[src/sv/fpfa_pkg.sv]
// ----------------------------------------------------------------------------
// fpfa_pkg
// Shared constants and types for the fixed partition fit allocator.
// ----------------------------------------------------------------------------
`default_nettype none

package fpfa_pkg;

  localparam int NumBlocks = 16;
  localparam int BlkIdxW   = (NumBlocks > 1) ? $clog2(NumBlocks) : 1;
  localparam int CntW      = $clog2(NumBlocks + 1);

  localparam int OpW       = 2;
  localparam int BlockW    = 4;
  localparam int SizeW     = 16;
  localparam int OwnerW    = 8;
  localparam int FitW      = 2;
  localparam int InUseW    = 5;
  localparam int CfgIdxW   = 2;
  localparam int CfgDataW  = 5;

  typedef enum logic [OpW-1:0] {
    OpLoad  = 2'd0,
    OpAlloc = 2'd1,
    OpClear = 2'd2
  } op_e;

  typedef enum logic [FitW-1:0] {
    FitFirst = 2'd0,
    FitBest  = 2'd1,
    FitWorst = 2'd2
  } fit_e;

  typedef enum logic [CfgIdxW-1:0] {
    CfgFitMode     = 2'd0,
    CfgBlocksInUse = 2'd1
  } cfg_idx_e;

endpackage

`default_nettype wire

[src/sv/fixed_partition_fit_allocator.sv]
// ----------------------------------------------------------------------------
// fixed_partition_fit_allocator
// Partition table with first, best and worst fit allocation.
// ----------------------------------------------------------------------------
// An item is taken when start is high and busy is low; every item gives one
// result, strobed by result_valid_o for a single cycle, which the receiver
// must take as it comes. A load, or an unknown operation, strobes its result
// in the cycle after the transfer. An allocate walks the table one entry per
// cycle through a single compare unit over the first min(blocks_in_use, 16)
// entries (first fit stops at the first hit), then passes an update state;
// its result is strobed in the cycle after that state. With no blocks in use
// the miss is strobed in the cycle after the transfer. A clear restores the
// free space of all 16 entries, one entry per cycle, strobing its result with
// the last entry. busy is high during a scan, an update or a clear.
// ----------------------------------------------------------------------------
`default_nettype none

module fixed_partition_fit_allocator (
  input  wire logic                              clk_i,
  input  wire logic                              rst_ni,
  input  wire logic                              start,
  output logic                                   busy,
  input  wire logic [fpfa_pkg::OpW-1:0]          operation_i,
  input  wire logic [fpfa_pkg::BlockW-1:0]       block_index_i,
  input  wire logic [fpfa_pkg::SizeW-1:0]        size_value_i,
  input  wire logic [fpfa_pkg::OwnerW-1:0]       owner_id_i,
  input  wire logic                              cfg_we_i,
  input  wire logic [fpfa_pkg::CfgIdxW-1:0]      cfg_index_i,
  input  wire logic [fpfa_pkg::CfgDataW-1:0]     cfg_wdata_i,
  output logic                                   result_valid_o,
  output logic                                   granted_o,
  output logic [fpfa_pkg::BlockW-1:0]            chosen_block_o,
  output logic [fpfa_pkg::SizeW-1:0]             space_left_o
);

  typedef enum logic [1:0] {
    StIdle,
    StScan,
    StUpdate,
    StClear
  } state_e;

  state_e                                       state_q;
  logic [fpfa_pkg::FitW-1:0]                    fit_mode_q;
  logic [fpfa_pkg::InUseW-1:0]                  in_use_q;

  logic [fpfa_pkg::SizeW-1:0]                   size_q  [fpfa_pkg::NumBlocks];
  logic [fpfa_pkg::SizeW-1:0]                   free_q  [fpfa_pkg::NumBlocks];
  logic [fpfa_pkg::OwnerW-1:0]                  owner_q [fpfa_pkg::NumBlocks];
  logic [fpfa_pkg::NumBlocks-1:0]               owned_q;

  logic [fpfa_pkg::SizeW-1:0]                   req_q;
  logic [fpfa_pkg::OwnerW-1:0]                  req_owner_q;
  logic [fpfa_pkg::CntW-1:0]                    cnt_q;
  logic [fpfa_pkg::CntW-1:0]                    limit_q;
  logic [fpfa_pkg::BlkIdxW-1:0]                 pick_q;
  logic                                         found_q;
  logic [fpfa_pkg::SizeW-1:0]                   best_q;

  logic                                         accept;
  logic [fpfa_pkg::CntW-1:0]                    limit;
  logic [fpfa_pkg::BlkIdxW-1:0]                 cur_idx;
  logic [fpfa_pkg::BlkIdxW-1:0]                 load_idx;
  logic [fpfa_pkg::SizeW-1:0]                   cur_size;
  logic                                         qualify;
  logic                                         take;
  logic                                         last;
  logic [fpfa_pkg::CntW-1:0]                    cnt_next;
  logic [fpfa_pkg::SizeW-1:0]                   pick_free;
  logic [fpfa_pkg::SizeW-1:0]                   left;

  assign busy     = (state_q != StIdle);
  assign accept   = start && !busy;
  assign cur_idx  = cnt_q[fpfa_pkg::BlkIdxW-1:0];
  assign load_idx = fpfa_pkg::BlkIdxW'(block_index_i);
  assign cur_size = size_q[cur_idx];
  assign cnt_next = cnt_q + fpfa_pkg::CntW'(1);
  assign last     = (cnt_next == limit_q);

  // searches never go past the table
  always_comb begin
    if (int'(in_use_q) > fpfa_pkg::NumBlocks) begin
      limit = fpfa_pkg::CntW'(fpfa_pkg::NumBlocks);
    end else begin
      limit = fpfa_pkg::CntW'(in_use_q);
    end
  end

  // the shared compare unit
  always_comb begin
    qualify = !owned_q[cur_idx] && (cur_size >= req_q);
    case (fpfa_pkg::fit_e'(fit_mode_q))
      fpfa_pkg::FitBest:  take = qualify && (!found_q || (cur_size < best_q));
      fpfa_pkg::FitWorst: take = qualify && (cur_size > (found_q ? best_q : '0));
      default:            take = qualify;
    endcase
  end

  assign pick_free = free_q[pick_q];
  assign left      = (pick_free >= req_q) ? (pick_free - req_q) : '0;

  always_ff @(posedge clk_i or negedge rst_ni) begin
    if (!rst_ni) begin
      fit_mode_q <= '0;
      in_use_q   <= '0;
    end else if (cfg_we_i) begin
      unique case (cfg_index_i)
        fpfa_pkg::CfgFitMode:     fit_mode_q <= fpfa_pkg::FitW'(cfg_wdata_i);
        fpfa_pkg::CfgBlocksInUse: in_use_q   <= fpfa_pkg::InUseW'(cfg_wdata_i);
        default: ;
      endcase
    end
  end

  always_ff @(posedge clk_i or negedge rst_ni) begin
    if (!rst_ni) begin
      state_q        <= StIdle;
      owned_q        <= '0;
      req_q          <= '0;
      req_owner_q    <= '0;
      cnt_q          <= '0;
      limit_q        <= '0;
      pick_q         <= '0;
      found_q        <= 1'b0;
      best_q         <= '0;
      result_valid_o <= 1'b0;
      granted_o      <= 1'b0;
      chosen_block_o <= '0;
      space_left_o   <= '0;
      for (int i = 0; i < fpfa_pkg::NumBlocks; i++) begin
        size_q[i]  <= '0;
        free_q[i]  <= '0;
        owner_q[i] <= '0;
      end
    end else begin
      result_valid_o <= 1'b0;
      unique case (state_q)
        StIdle: begin
          if (accept) begin
            granted_o      <= 1'b0;
            chosen_block_o <= '0;
            space_left_o   <= '0;
            req_q          <= size_value_i;
            req_owner_q    <= owner_id_i;
            cnt_q          <= '0;
            limit_q        <= limit;
            found_q        <= 1'b0;
            case (operation_i)
              fpfa_pkg::OpLoad: begin
                if (int'(block_index_i) < fpfa_pkg::NumBlocks) begin
                  size_q[load_idx]  <= size_value_i;
                  free_q[load_idx]  <= size_value_i;
                  owned_q[load_idx] <= 1'b0;
                end
                result_valid_o <= 1'b1;
              end
              fpfa_pkg::OpAlloc: begin
                if (limit == '0) begin
                  result_valid_o <= 1'b1;
                end else begin
                  state_q <= StScan;
                end
              end
              fpfa_pkg::OpClear: begin
                owned_q <= '0;
                state_q <= StClear;
              end
              default: begin
                result_valid_o <= 1'b1;
              end
            endcase
          end
        end
        StScan: begin
          if (take) begin
            found_q <= 1'b1;
            pick_q  <= cur_idx;
            best_q  <= cur_size;
          end
          cnt_q <= cnt_next;
          if (last || (take && (fit_mode_q != fpfa_pkg::FitBest)
                           && (fit_mode_q != fpfa_pkg::FitWorst))) begin
            state_q <= StUpdate;
          end
        end
        StUpdate: begin
          if (found_q) begin
            owned_q[pick_q] <= 1'b1;
            owner_q[pick_q] <= req_owner_q;
            free_q[pick_q]  <= left;
            granted_o       <= 1'b1;
            chosen_block_o  <= fpfa_pkg::BlockW'(pick_q);
            space_left_o    <= left;
          end
          result_valid_o <= 1'b1;
          state_q        <= StIdle;
        end
        StClear: begin
          free_q[cur_idx] <= cur_size;
          cnt_q           <= cnt_next;
          if (cnt_next == fpfa_pkg::CntW'(fpfa_pkg::NumBlocks)) begin
            result_valid_o <= 1'b1;
            state_q        <= StIdle;
          end
        end
        default: state_q <= StIdle;
      endcase
    end
  end

endmodule

`default_nettype wire
[config.mk]
export PLATFORM = sky130hd
export DESIGN_NAME = fixed_partition_fit_allocator
export DESIGN_NICKNAME = d
export VERILOG_FILES = /design/src/sv/fpfa_pkg.sv /design/src/sv/fixed_partition_fit_allocator.sv
export SDC_FILE = /design/constraint.sdc
export NUM_CORES = 2
export LEC_CHECK = 0
export BUFFER_PORTS_ARGS = -buffer_cell sky130_fd_sc_hd__buf_2
export CORE_MARGIN = 10
export CORE_UTILIZATION = 30
export DETAILED_ROUTE_END_ITERATION = 6
export HOLD_SLACK_MARGIN = 0.05
export PLACE_DENSITY = 0.48
export SKIP_CTS_REPAIR_TIMING = 1
export SLEW_MARGIN = 15
export SYNTH_ARGS = -nofsm -noshare
export SYNTH_HDL_FRONTEND = slang
export SYNTH_SLANG_ARGS = --single-unit
export TNS_END_PERCENT = 5
[constraint.sdc]
create_clock -name clk_i -period 5.7 [get_ports clk_i]
set_input_delay 1.14 -clock clk_i [delete_from_list [all_inputs] [get_ports clk_i]]
set_output_delay 1.14 -clock clk_i [all_outputs]
set_load 0.005 [all_outputs]
==> out/metrics.csv <==
metric,value,unit
grt_pass1_vias,29761,
port_buffers,55,
fin_setup_tns,0,ns
fillCellCount,11963,
cts_buffers,75,
cp_max_fo,22,
root_buffer,clkbuf_16,
gr-usage-all-layers,20.2,%
grt_pass1_wl,208,mm
final-seq-area,15200,sq um
worstPathArrival,5.90,ns
ant_nets,0,
synth_edf_count,0,
vias,30938,
rsz0062_at_grt,false,
io_pins,64,
syn_area,36100,sq um
cp-end-kind,flop,
async_flop_share,100,%
relSlewSlack,17.6,%
start_util,30.1,%
grt_max_degree,151,
setup_violations,0,
finalMaxSlewViolations,0,
multi_input_comb_area,19400,sq um
clock_path_buffers,3,
overflow,0,
fp.dieW,367,um
finalPower,22800,uW
synth_fp_nets,3642,
synth.distinct_cells,71,
vdd_drop_max,0.412,mV
worstSetupPathType,reg -> reg,
htree_levels,3,
synth_seq_area_share,42.0,%
hold_viol,0,
synth_top_family_by_area,compound AO/OA/AOI/OAI gates,
synth-xor-area-share,0.413,%
wire_per_inst,27.2,um
finalCriticalPeriod,5.32,ns
antenna_found_initial,7,
layout-area-overhead-vs-synth,14.0,%
clk_latency,0.67,ns
drt-initial-drc-count,3328,
muxShareOfSynthArea,19.1,%
max_freq,188,MHz
synth-compound-area-share,21.3,%
outcome,"complete, no violations",
clkTransAtPathRegs,0.06,ns
drc,0,
synthAdderAreaFrac,2.45,%
yosys.area_share.simple,10.2,%
cp-start-kind,flop,
routed_via_density,5.96,
cp_data_required_time,6.28,ns
clock_skew,0.0368,ns
synth.ff_latch_count,606,
power.leakage,0.0173,uW
drt-total-wl,141,mm
period_share,93.3,%
dieArea,135000,sq um
synth_warnings,0,
max-cap-violations,0,
dp_hpwl,96.4,mm
rows,127,
most-common-layout-cells,"599 x dfrtp_1, 375 x a21oi_1, 280 x mux2_2",
p_per_area,554,nW/um^2
synth_flop_cell,dfrtp_1,
synth_cells,3531,
gp_congestion,0.893,
final_common_cell,dfrtp_1,
worst_hold_path_type,in -> async,
numClockSinks,606,
drive_above_1_share,23.5,%
postLayoutCoreUtil,34.4,%
die_height,367,um
nNetsFinal,3625,
firstDrtPassIters,7,
worst_pin_slew,1.23,ns
core-area,120000,sq um
tritoncts,built,
postSynthAreaPerCell,10.2,sq um
cell usage after synthesis, types with 27 or more instances:
master | n | area, sq um
a21oi_1 | 375 | 1880
a221oi_1 | 80 | 701
a31oi_1 | 230 | 1440
and3_1 | 119 | 744
buf_1 | 42 | 158
buf_2 | 53 | 265
clkbuf_1 | 212 | 796
dfrtp_1 | 606 | 15200
ha_1 | 69 | 863
inv_1 | 45 | 169
mux2_2 | 280 | 3150
mux4_2 | 152 | 3420
nand2_1 | 278 | 1040
nand2b_1 | 27 | 169
nand3_1 | 45 | 225
nor2_1 | 253 | 950
o21ai_0 | 171 | 856
o21ai_1 | 67 | 335
o2bb2ai_1 | 95 | 832
o31ai_1 | 27 | 203
kinds of logic after synthesis:
kind of cell	after synthesis
AO/OA/AOI/OAI	1210
AND/OR/NAND/NOR	811
flip-flops	606
multiplexers	446
buffers and inverters	371
adder cells (fa/ha/maj)	70
XOR/XNOR	17
per-stage QoR:
step	hold WS [ns]	setup slack [ns]	instance area [sq um]	instances
after CTS	0.378	0.441	41100	5185
after detailed placement	0.465	0.470	38500	5049
final	0.396	0.383	41100	5187
after global placement	0.460	0.511	38500	5049
after global routing	0.403	0.166	41100	5185
after floorplan	0.467	0.987	36100	3531
layout make-up:
type,count,share of cell area (%)
flip-flops and latches,606,36.9
repair buffers,232,4.23
well taps,1612,4.90
diodes,2,0.0122
multi-input cells,2554,47.2
inverters,45,0.411
clock buffers,103,5.21
clock inverters,33,1.15
flip-flops by register name, summed over array words and instances (netlist names), 5 cells and up:
register      cells
free_q          256
space_left_o     16
req_q            16
size_q          256
limit_q           5
owned_q          16
cnt_q             5
best_q           16
in_use_q          5
final timing paths:
kind                             startpoint                to  slack [ns]  cells past startpoint
hold / removal                       rst_ni       size_q[126]        0.40                      1
max in group asynchronous            rst_ni         pick_q[1]        3.92                      2
hold reg to reg            space_left_o[12]  space_left_o[12]        0.47                      2
min in group clk_i         space_left_o[12]  space_left_o[12]        0.47                      2
setup reg to reg                  pick_q[0]       free_q[193]        0.38                     11
setup / recovery                  pick_q[0]       free_q[193]        0.38                     11
per-layer routing:
metal | routed length [um] | global-route usage (%) | vias to the layer above
li1 | - | - | 13445
met1 | 60800 | 27.5 | 15872
met2 | 64300 | 31.9 | 1342
met3 | 10300 | 3.30 | 277
met4 | 5780 | 7.94 | 2
met5 | 13 | 0 | -
where the power goes:
group	switching, uW	internal (uW)	total (uW)	leakage [uW]
logic	7130	3850	11000	0.00792
registers	1200	5530	6730	0.00806
clock network	2090	2980	5080	0.00129
total	10400	12400	22800	0.0173
worst max-delay path, cell delays in order (launching register included):
cell and delay, ns:
dfrtp_4 0.85, buf_4 0.40, mux4_2 0.63, mux4_2 0.53
ha_1 0.41, nand4_1 0.14, o221ai_1 0.45, a21boi_2 0.18
o21ai_2 0.58, nand2_1 0.55, buf_4 0.35, a21oi_1 0.14
Power figures use the tool's default switching activity.
